==> config.mk <==
export PLATFORM = sky130hd
export DESIGN_NAME = charge_meter_accumulator_core
export DESIGN_NICKNAME = d
export VERILOG_FILES = /design/src/hdl/cma_pkg.sv /design/src/hdl/charge_meter_accumulator_core.sv /design/src/hdl/cma_div.sv
export VERILOG_INCLUDE_DIRS = /design/src /design/src/hdl
export SDC_FILE = /design/constraint.sdc
export NUM_CORES = 2
export LEC_CHECK = 0
export BUFFER_PORTS_ARGS = -buffer_cell sky130_fd_sc_hd__buf_2
export CORE_ASPECT_RATIO = 1.75
export CORE_MARGIN = 2
export CORE_UTILIZATION = 25
export DETAILED_ROUTE_END_ITERATION = 6
export GPL_TIMING_DRIVEN = 0
export PLACE_DENSITY = 0.42
export SLEW_MARGIN = 20
export SYNTH_ARGS = -nofsm -noshare
export SYNTH_HDL_FRONTEND = slang
export SYNTH_SLANG_ARGS = --single-unit
==> constraint.sdc <==
create_clock -name clk -period 14.25 [get_ports clk]
set_input_delay 2.85 -clock clk [delete_from_list [all_inputs] [get_ports clk]]
set_output_delay 2.85 -clock clk [all_outputs]
set_load 0.02 [all_outputs]
==> src/hdl/charge_meter_accumulator_core_macros.svh <==
// Assertion macros for the charge meter accumulator.
// Expects clk and rst_n in the scope of use.
`ifndef CHARGE_METER_ACCUMULATOR_CORE_MACROS_SVH
`define CHARGE_METER_ACCUMULATOR_CORE_MACROS_SVH

// same-cycle implication
`define CMA_ASSERT_NOW(lbl, ante, cons, msg) \
  lbl: assert property (@(posedge clk) disable iff (!rst_n) (ante) |-> (cons)) \
    else $error(msg);

// next-cycle implication
`define CMA_ASSERT_NEXT(lbl, ante, cons, msg) \
  lbl: assert property (@(posedge clk) disable iff (!rst_n) (ante) |=> (cons)) \
    else $error(msg);

`endif

==> src/hdl/cma_pkg.sv <==
// Shared types and constants of the charge meter accumulator.
// No dependencies.
package cma_pkg;

  localparam int unsigned DIV_DVD_W = 48;
  localparam int unsigned DIV_DVS_W = 12;

  localparam logic [19:0] TIME_MAX     = 20'd921599;
  localparam logic [11:0] SEC_PER_HOUR = 12'd3600;
  localparam logic [15:0] VSCALE_RST   = 16'd3750;
  localparam logic [15:0] ISCALE_RST   = 16'd1290;

  // charge / 3600 = ((charge >> 4) * MAH_RECIP) >> 39, exact below MAH_SAT_TOTAL
  localparam logic [47:0] MAH_SAT_TOTAL = 48'd60397977600;
  localparam logic [31:0] MAH_RECIP     = 32'd2443359173;

  localparam logic REG_VSCALE = 1'b0;
  localparam logic REG_ISCALE = 1'b1;

  typedef enum logic [3:0] {
    ST_IDLE,
    ST_VGO,
    ST_VWT,
    ST_IGO,
    ST_IWT,
    ST_STEP,
    ST_QGO,
    ST_QWT,
    ST_ADD,
    ST_MGO,
    ST_MWT,
    ST_OUT
  } cma_state_t;

  typedef struct packed {
    logic busy;
    logic done;
  } div_sts_t;

endpackage

==> src/hdl/charge_meter_accumulator_core.sv <==
// Top level of the charge meter accumulator: sequencer, state and output register.
// Depends on cma_pkg, cma_div and charge_meter_accumulator_core_macros.svh.
//
//   channel | signals                                   | direction
//   in      | in_valid/in_ready, kind, three samples    | request in
//   out     | out_valid/out_ready, seven result fields  | result out
//   cfg     | cfg_we, cfg_idx, cfg_wdata                | register write
//
// A tick is taken in idle without leaving it. A measurement holds in_ready low until
// its result is stored: two divisions, three when a step closes, on the shared divider
// (start, one step per bit, done), then a reciprocal multiply for charge to mAh.
// Reset is synchronous; scales return to their defaults, all totals clear.
// A pending result in the output register does not block a new request; the
// sequencer holds in its last state only while that register is still full.
module charge_meter_accumulator_core (
  input  logic        clk,
  input  logic        rst_n,
  input  logic        in_valid,
  output logic        in_ready,
  input  logic        in_kind,
  input  logic [9:0]  in_ref_sample,
  input  logic [9:0]  in_volt_sample,
  input  logic [9:0]  in_curr_sample,
  output logic        out_valid,
  input  logic        out_ready,
  output logic [15:0] out_voltage_mv,
  output logic [15:0] out_current_ma,
  output logic [23:0] out_charge_mah,
  output logic [7:0]  out_hours,
  output logic [5:0]  out_minutes,
  output logic [5:0]  out_secs,
  output logic        out_ref_zero,
  input  logic        cfg_we,
  input  logic        cfg_idx,
  input  logic [15:0] cfg_wdata
);
  import cma_pkg::*;

  cma_state_t state_r, state_nxt;

  logic [15:0] vscale_r, vscale_nxt;
  logic [15:0] iscale_r, iscale_nxt;
  logic [19:0] elapsed_r, elapsed_nxt;
  logic [19:0] last_r, last_nxt;
  logic [7:0]  hrs_r, hrs_nxt;
  logic [5:0]  mins_r, mins_nxt;
  logic [5:0]  secs_r, secs_nxt;
  logic [23:0] step_sum_r, step_sum_nxt;
  logic [7:0]  step_cnt_r, step_cnt_nxt;
  logic [47:0] total_r, total_nxt;

  logic [9:0]  ref_r, ref_nxt;
  logic [9:0]  volt_r, volt_nxt;
  logic [9:0]  curr_r, curr_nxt;
  logic [15:0] vmv_r, vmv_nxt;
  logic [15:0] ima_r, ima_nxt;
  logic [43:0] prod_r, prod_nxt;
  logic [63:0] mprod_r, mprod_nxt;
  logic        msat_r, msat_nxt;
  logic [23:0] mah_r, mah_nxt;

  logic        ov_r, ov_nxt;
  logic [15:0] ovmv_r, ovmv_nxt;
  logic [15:0] oima_r, oima_nxt;
  logic [23:0] omah_r, omah_nxt;
  logic [7:0]  ohrs_r, ohrs_nxt;
  logic [5:0]  omin_r, omin_nxt;
  logic [5:0]  osec_r, osec_nxt;
  logic        ozero_r, ozero_nxt;

  logic                 div_start;
  logic [DIV_DVD_W-1:0] div_dividend;
  logic [DIV_DVS_W-1:0] div_divisor;
  div_sts_t             div_sts;
  logic [DIV_DVD_W-1:0] div_q;

  logic        in_acc;
  logic [19:0] delta;
  logic [25:0] vprod;
  logic [25:0] iprod;
  logic [48:0] total_sum;

  logic        time_ok;
  logic        div_wait;
  logic        step_idle;

  assign in_ready  = (state_r == ST_IDLE);
  assign in_acc    = in_valid && in_ready;
  assign delta     = elapsed_r - last_r;
  assign vprod     = {16'b0, volt_r} * {10'b0, vscale_r};
  assign iprod     = {16'b0, curr_r} * {10'b0, iscale_r};
  assign total_sum = {1'b0, total_r} + {5'b0, div_q[43:0]};

  cma_div #(
    .DVD_W (DIV_DVD_W),
    .DVS_W (DIV_DVS_W)
  ) u_div (
    .clk      (clk),
    .rst_n    (rst_n),
    .start    (div_start),
    .dividend (div_dividend),
    .divisor  (div_divisor),
    .sts      (div_sts),
    .quotient (div_q)
  );

  // next state
  always_comb begin
    state_nxt = state_r;
    case (state_r)
      ST_IDLE: if (in_acc && in_kind) state_nxt = ST_VGO;
      ST_VGO:  state_nxt = ST_VWT;
      ST_VWT:  if (div_sts.done) state_nxt = ST_IGO;
      ST_IGO:  state_nxt = ST_IWT;
      ST_IWT:  if (div_sts.done) state_nxt = ST_STEP;
      ST_STEP: state_nxt = (delta == '0) ? ST_MGO : ST_QGO;
      ST_QGO:  state_nxt = ST_QWT;
      ST_QWT:  if (div_sts.done) state_nxt = ST_ADD;
      ST_ADD:  state_nxt = ST_MGO;
      ST_MGO:  state_nxt = ST_MWT;
      ST_MWT:  state_nxt = ST_OUT;
      ST_OUT:  if (!ov_r || out_ready) state_nxt = ST_IDLE;
      default: state_nxt = ST_IDLE;
    endcase
  end

  // datapath and outputs
  always_comb begin
    vscale_nxt   = vscale_r;
    iscale_nxt   = iscale_r;
    elapsed_nxt  = elapsed_r;
    last_nxt     = last_r;
    hrs_nxt      = hrs_r;
    mins_nxt     = mins_r;
    secs_nxt     = secs_r;
    step_sum_nxt = step_sum_r;
    step_cnt_nxt = step_cnt_r;
    total_nxt    = total_r;
    ref_nxt      = ref_r;
    volt_nxt     = volt_r;
    curr_nxt     = curr_r;
    vmv_nxt      = vmv_r;
    ima_nxt      = ima_r;
    prod_nxt     = prod_r;
    mprod_nxt    = mprod_r;
    msat_nxt     = msat_r;
    mah_nxt      = mah_r;
    ov_nxt       = ov_r && !out_ready;
    ovmv_nxt     = ovmv_r;
    oima_nxt     = oima_r;
    omah_nxt     = omah_r;
    ohrs_nxt     = ohrs_r;
    omin_nxt     = omin_r;
    osec_nxt     = osec_r;
    ozero_nxt    = ozero_r;
    div_start    = 1'b0;
    div_dividend = '0;
    div_divisor  = '0;

    if (cfg_we) begin
      case (cfg_idx)
        REG_VSCALE: vscale_nxt = cfg_wdata;
        REG_ISCALE: iscale_nxt = cfg_wdata;
        default: ;
      endcase
    end

    case (state_r)
      ST_IDLE: begin
        if (in_acc && in_kind) begin
          ref_nxt  = in_ref_sample;
          volt_nxt = in_volt_sample;
          curr_nxt = in_curr_sample;
        end else if (in_acc && (elapsed_r < TIME_MAX)) begin
          elapsed_nxt = elapsed_r + 20'd1;
          if (secs_r == 6'd59) begin
            secs_nxt = '0;
            if (mins_r == 6'd59) begin
              mins_nxt = '0;
              hrs_nxt  = hrs_r + 8'd1;
            end else begin
              mins_nxt = mins_r + 6'd1;
            end
          end else begin
            secs_nxt = secs_r + 6'd1;
          end
        end
      end
      ST_VGO: begin
        div_start    = 1'b1;
        div_dividend = {22'b0, vprod};
        div_divisor  = {2'b0, ref_r};
      end
      ST_VWT: begin
        if (div_sts.done) begin
          vmv_nxt = ((ref_r == '0) || (|div_q[47:16])) ? 16'hFFFF : div_q[15:0];
        end
      end
      ST_IGO: begin
        div_start    = 1'b1;
        div_dividend = {22'b0, iprod};
        div_divisor  = {2'b0, ref_r};
      end
      ST_IWT: begin
        if (div_sts.done) begin
          ima_nxt = ((ref_r == '0) || (|div_q[47:16])) ? 16'hFFFF : div_q[15:0];
        end
      end
      ST_STEP: begin
        if (delta == '0) begin
          if (step_cnt_r != 8'd255) begin
            step_cnt_nxt = step_cnt_r + 8'd1;
            step_sum_nxt = step_sum_r + {8'b0, ima_r};
          end
        end else begin
          prod_nxt = {20'b0, step_sum_r} * {24'b0, delta};
          last_nxt = elapsed_r;
        end
      end
      ST_QGO: begin
        div_start    = 1'b1;
        div_dividend = {4'b0, prod_r};
        div_divisor  = {4'b0, (step_cnt_r == '0) ? 8'd1 : step_cnt_r};
      end
      ST_QWT: ;
      ST_ADD: begin
        total_nxt    = total_sum[48] ? {48{1'b1}} : total_sum[47:0];
        step_sum_nxt = '0;
        step_cnt_nxt = '0;
      end
      ST_MGO: begin
        mprod_nxt = {32'b0, total_r[35:4]} * {32'b0, MAH_RECIP};
        msat_nxt  = (total_r >= MAH_SAT_TOTAL);
      end
      ST_MWT: begin
        mah_nxt = msat_r ? 24'hFFFFFF : mprod_r[62:39];
      end
      ST_OUT: begin
        if (!ov_r || out_ready) begin
          ov_nxt    = 1'b1;
          ovmv_nxt  = vmv_r;
          oima_nxt  = ima_r;
          omah_nxt  = mah_r;
          ohrs_nxt  = hrs_r;
          omin_nxt  = mins_r;
          osec_nxt  = secs_r;
          ozero_nxt = (ref_r == '0);
        end
      end
      default: ;
    endcase
  end

  always_ff @(posedge clk) begin
    if (!rst_n) begin
      state_r    <= ST_IDLE;
      vscale_r   <= VSCALE_RST;
      iscale_r   <= ISCALE_RST;
      elapsed_r  <= '0;
      last_r     <= '0;
      hrs_r      <= '0;
      mins_r     <= '0;
      secs_r     <= '0;
      step_sum_r <= '0;
      step_cnt_r <= '0;
      total_r    <= '0;
      ov_r       <= 1'b0;
    end else begin
      state_r    <= state_nxt;
      vscale_r   <= vscale_nxt;
      iscale_r   <= iscale_nxt;
      elapsed_r  <= elapsed_nxt;
      last_r     <= last_nxt;
      hrs_r      <= hrs_nxt;
      mins_r     <= mins_nxt;
      secs_r     <= secs_nxt;
      step_sum_r <= step_sum_nxt;
      step_cnt_r <= step_cnt_nxt;
      total_r    <= total_nxt;
      ov_r       <= ov_nxt;
    end
  end

  always_ff @(posedge clk) begin
    ref_r   <= ref_nxt;
    volt_r  <= volt_nxt;
    curr_r  <= curr_nxt;
    vmv_r   <= vmv_nxt;
    ima_r   <= ima_nxt;
    prod_r  <= prod_nxt;
    mprod_r <= mprod_nxt;
    msat_r  <= msat_nxt;
    mah_r   <= mah_nxt;
    ovmv_r  <= ovmv_nxt;
    oima_r  <= oima_nxt;
    omah_r  <= omah_nxt;
    ohrs_r  <= ohrs_nxt;
    omin_r  <= omin_nxt;
    osec_r  <= osec_nxt;
    ozero_r <= ozero_nxt;
  end

  assign out_valid      = ov_r;
  assign out_voltage_mv = ovmv_r;
  assign out_current_ma = oima_r;
  assign out_charge_mah = omah_r;
  assign out_hours      = ohrs_r;
  assign out_minutes    = omin_r;
  assign out_secs       = osec_r;
  assign out_ref_zero   = ozero_r;

  assign time_ok   = (elapsed_r <= TIME_MAX) && (mins_r < 6'd60) && (secs_r < 6'd60);
  assign div_wait  = (state_r == ST_VWT) || (state_r == ST_IWT) || (state_r == ST_QWT);
  assign step_idle = (step_sum_r == '0) && (step_cnt_r == '0) && (last_r == elapsed_r);

`include "charge_meter_accumulator_core_macros.svh"

  `CMA_ASSERT_NOW(a_time_bound, 1'b1, time_ok, "elapsed time out of range")
  `CMA_ASSERT_NOW(a_done_in_wait, div_sts.done, div_wait, "divider result outside a wait state")
  `CMA_ASSERT_NOW(a_start_idle_div, div_start, !div_sts.busy, "divider restarted while busy")
  `CMA_ASSERT_NEXT(a_step_clear, state_r == ST_ADD, step_idle, "step not closed")

endmodule

==> src/hdl/cma_div.sv <==
// Shared restoring divider, one quotient bit per cycle.
// Depends on cma_pkg for the status struct and default widths.
module cma_div #(
  parameter int unsigned DVD_W = cma_pkg::DIV_DVD_W,
  parameter int unsigned DVS_W = cma_pkg::DIV_DVS_W
) (
  input  logic                clk,
  input  logic                rst_n,
  input  logic                start,
  input  logic [DVD_W-1:0]    dividend,
  input  logic [DVS_W-1:0]    divisor,
  output cma_pkg::div_sts_t   sts,
  output logic [DVD_W-1:0]    quotient
);
  import cma_pkg::*;

  localparam int unsigned CNT_W = $clog2(DVD_W + 1);

  logic [DVD_W-1:0] dvd_r, dvd_nxt;
  logic [DVS_W-1:0] dvs_r, dvs_nxt;
  logic [DVS_W-1:0] rem_r, rem_nxt;
  logic [CNT_W-1:0] cnt_r, cnt_nxt;
  logic             busy_r, busy_nxt;
  logic             done_r, done_nxt;

  logic [DVS_W:0]   trial;
  logic [DVS_W:0]   diff;
  logic             ge;

  assign trial = {rem_r, dvd_r[DVD_W-1]};
  assign diff  = trial - {1'b0, dvs_r};
  assign ge    = (trial >= {1'b0, dvs_r});

  always_comb begin
    dvd_nxt  = dvd_r;
    dvs_nxt  = dvs_r;
    rem_nxt  = rem_r;
    cnt_nxt  = cnt_r;
    busy_nxt = busy_r;
    done_nxt = 1'b0;
    if (start) begin
      dvd_nxt  = dividend;
      dvs_nxt  = divisor;
      rem_nxt  = '0;
      cnt_nxt  = CNT_W'(DVD_W);
      busy_nxt = 1'b1;
    end else if (busy_r) begin
      dvd_nxt = {dvd_r[DVD_W-2:0], ge};
      rem_nxt = ge ? diff[DVS_W-1:0] : trial[DVS_W-1:0];
      cnt_nxt = cnt_r - CNT_W'(1);
      if (cnt_r == CNT_W'(1)) begin
        busy_nxt = 1'b0;
        done_nxt = 1'b1;
      end
    end
  end

  always_ff @(posedge clk) begin
    if (!rst_n) begin
      busy_r <= 1'b0;
      done_r <= 1'b0;
      cnt_r  <= '0;
    end else begin
      busy_r <= busy_nxt;
      done_r <= done_nxt;
      cnt_r  <= cnt_nxt;
    end
  end

  always_ff @(posedge clk) begin
    dvd_r <= dvd_nxt;
    dvs_r <= dvs_nxt;
    rem_r <= rem_nxt;
  end

  assign sts.busy = busy_r;
  assign sts.done = done_r;
  assign quotient = dvd_r;

endmodule
==> summary.txt <==
Root Buffer: clkbuf_16
Lkg Pwr: 33.61 nW
Drt pass-1 iters: 7
Routability Congestion: 0.8943
Register area share after synthesis: 0.1989
Total GRT Usage: 0.1699
Multiplexer area fraction after synthesis: 0.002833
Largest family of logic cells by synthesized area: adder cells
# Max-Cap Violations: 0
Initial core utilization: 0.2506
Clk buf depth: 3
Async SR Flop Fraction: 0
Vias in the first global route: 51,264
Hold path start: mah_r[7]
# DRC: 0
Core box area: 253,800 um^2
Max_slew headroom: 0.1940
DR vias: 46,248
Final setup TNS: 0 ns
Reg-to-reg startpoint: elapsed_r[0]
Worst skew pair latency: 0.72 ns
Reg2reg end: prod_r[41]
Total power divided by cell area: 71.64 nW/um^2
Placement Rows: 245
First-iteration detailed-routing DRC count: 1,881
Post-cts resize count: 0
CTS H-tree lvls: 2
Final Slew Violations: 0
Min-Delay Endpoint: out_charge_mah[7]
Synth Cell Area: 63,610 um^2
Tightest Pin Transition: 1.209 ns
Area Growth Syn to Fin: 11.21%
Count of final setup violators: 0
Initial antenna violation count: 14
Synth Area in XOR/XNOR: 0.02974
Period utilization: 0.7973
DRT antenna net count: 0
Critical Path RT: 14.69 ns
Cell mode on critical path: fa_1
Commonest non-fill, non-tap cell in the layout: inv_1
Slowest-stage cell, CP: a221oi_1
Hold Vio Cnt, Final: 0
Critical path launch point type: register
Die X: 385.3 um
Routed len/inst: 21.46 um
Average size of a mapped cell: 9.687 um^2
Most used DFF post-synth: edfxtp_1
WP data arrival: 11.80 ns
Grt total ovfl: 0
Post-Synth Simple-Gate Area: 0.1289
Avg Vias per Cell: 4.555
Synth Area in Adders: 0.4587
Tmin final: 11.36 ns
Clock slew at reported path FFs: 0.07 ns
R2R Setup Slk: 2.89 ns
Reg2Reg Depth: 32
Die H: 671.3 um
Max incr delay on CP: 0.71 ns
Ys Warns: 0
Clock sinks: 487
Worst Setup End Kind: register
Die ar.: 258,600 um^2
Pin count of the biggest net entering global routing: 49
Share of layout cells above drive strength 1: 0.04712
RSZ-0062 raised after global routing: false
Setup Buffers After CTS: 0
CTS tree: yes
Hold path cells: 0
Nets@finish: 8,573
First-pass GRT wire length: 325,500 um
VDD IR max: 0.1175 mV
Total power: 5.067 mW
I/O pins: 132
Dpl hpwl: 185,600 um
Post-synthesis cell type count: 82
Hold_buf cts: 0
Worst min-delay path class: reg -> reg
Most frequent cells in the layout: inv_1, fa_1, ha_1
EDFF count, synth: 290
WHS: 0.4173 ns
Syn_nets: 8,369
Worst clock skew: 0.07622 ns
Crit Path Max Fanout: 10
CP Class: reg -> reg
Port Buffers: 130
Detailed Route WL: 217,900 um
Compound-cell area share of the yosys netlist: 0.09035
Post-synthesis sequential element count: 487
Fmax: 88.02 MHz
Outcome: completed
Total CTS buffers: 52
Mapped Cells: 6,566
[cell families (layout without fill, tap and decap cells)]
logic type / after synthesis / in the layout
adders and majority gates: 1750 / 1750
other: 0 / 7
buffers and inverters: 1530 / 1777
muxes: 18 / 18
AOI/OAI and AO/OA: 874 / 874
xor gates and xnor gates: 216 / 216
and+or+nand+nor: 1691 / 1691
DFF: 487 / 487
[cell usage after synthesis (all sizes together) (9+ instances only)]
cell / n / area (um^2)
a2111oi: 10 / 87.58
a211o: 11 / 96.34
a211oi: 23 / 172.7
a21boi: 74 / 566.8
a21o: 118 / 885.9
a21oi: 224 / 1121
a221oi: 9 / 78.83
a22o: 25 / 219.0
a31oi: 23 / 143.9
and2: 288 / 1802
and3: 49 / 306.5
buf: 9 / 50.05
clkbuf: 238 / 894.6
dfxtp: 197 / 3944
edfxtp: 290 / 8708
fa: 970 / 19420
ha: 780 / 9759
inv: 1282 / 4812
mux2i: 18 / 180.2
nand2: 748 / 2808
nand2b: 66 / 412.9
nand3: 87 / 435.4
nand4: 58 / 362.9
nor2: 172 / 645.6
nor2b: 66 / 412.9
nor3: 45 / 225.2
nor4: 22 / 137.6
o211ai: 16 / 120.1
o21a: 29 / 217.7
o21ai: 189 / 945.9
o21bai: 23 / 172.7
or2: 32 / 200.2
or3: 18 / 112.6
xnor2: 132 / 1156
xor2: 84 / 735.7
[state kept, by name, summed over array words and instances (netlist names), 20 cells and up]
name / count
u_div.quotient: 48
mah_r: 24
last_r: 20
elapsed_r: 20
step_sum_r: 24
total_r: 48
mprod_r: 24
prod_r: 44
out_charge_mah: 24
[cell type report]
cell class,count,area (um^2)
fillers,27117,183100
well taps,3334,4172
plain buffers,247,954.7
inverters,1283,4816
multi-input cells,4549,45310
clock inverters,36,538.0
clock buffers,61,1345
diodes,7,17.52
repair buffers,150,927.1
flip-flops and latches,487,12650
[stage by stage]
stage            util  instance area [um^2]  instances  worst slack (ns)
6_report       0.2787                 70730      10154             2.889
5_1_grt        0.2786                 70720      10149             2.357
4_1_cts        0.2786                 70710      10147             2.765
2_1_floorplan       -                 63610       6566             5.157
3_3_place_gp   0.2696                 68430      10030           -0.4183
3_5_place_dp   0.2712                 68830      10050             2.806
[how the worst max path moves through the flow]
stage | cells past startpoint | startpoint | endpoint | slack [ns]
finish | 32 | elapsed_r[0] | prod_r[41] | 2.89
global route | 32 | elapsed_r[0] | prod_r[41] | 2.36
CTS | 32 | elapsed_r[0] | prod_r[41] | 2.76
detailed placement | 32 | elapsed_r[0] | prod_r[41] | 2.81
global placement | 31 | elapsed_r[8] | prod_r[42] | -0.42
floorplan | 33 | last_r[8] | prod_r[41] | 5.16
[report_power, final]
part,internal [mW],leakage (nW),switching [mW]
Combinational,0.718,28.8,1.13
Clock,0.859,0.902,0.705
Sequential,1.57,3.87,0.0894
[worst max-delay path: cells and delay by family, from the launching register on]
family / cells / cell delay, ns
muxes: 1 / 0.24
adders and majority gates: 10 / 4.68
and+or+nand+nor: 7 / 1.98
AOI/OAI and AO/OA: 8 / 2.61
DFF: 1 / 0.47
buffers and inverters: 6 / 1.10
[per-layer routing]
metal	wire length [um]	GRT usage
met1	74090	0.1677
met2	123800	0.3407
met3	5260	0.01126
met4	14730	0.09736
met5	0	0
Power figures use the tool's default switching activity.
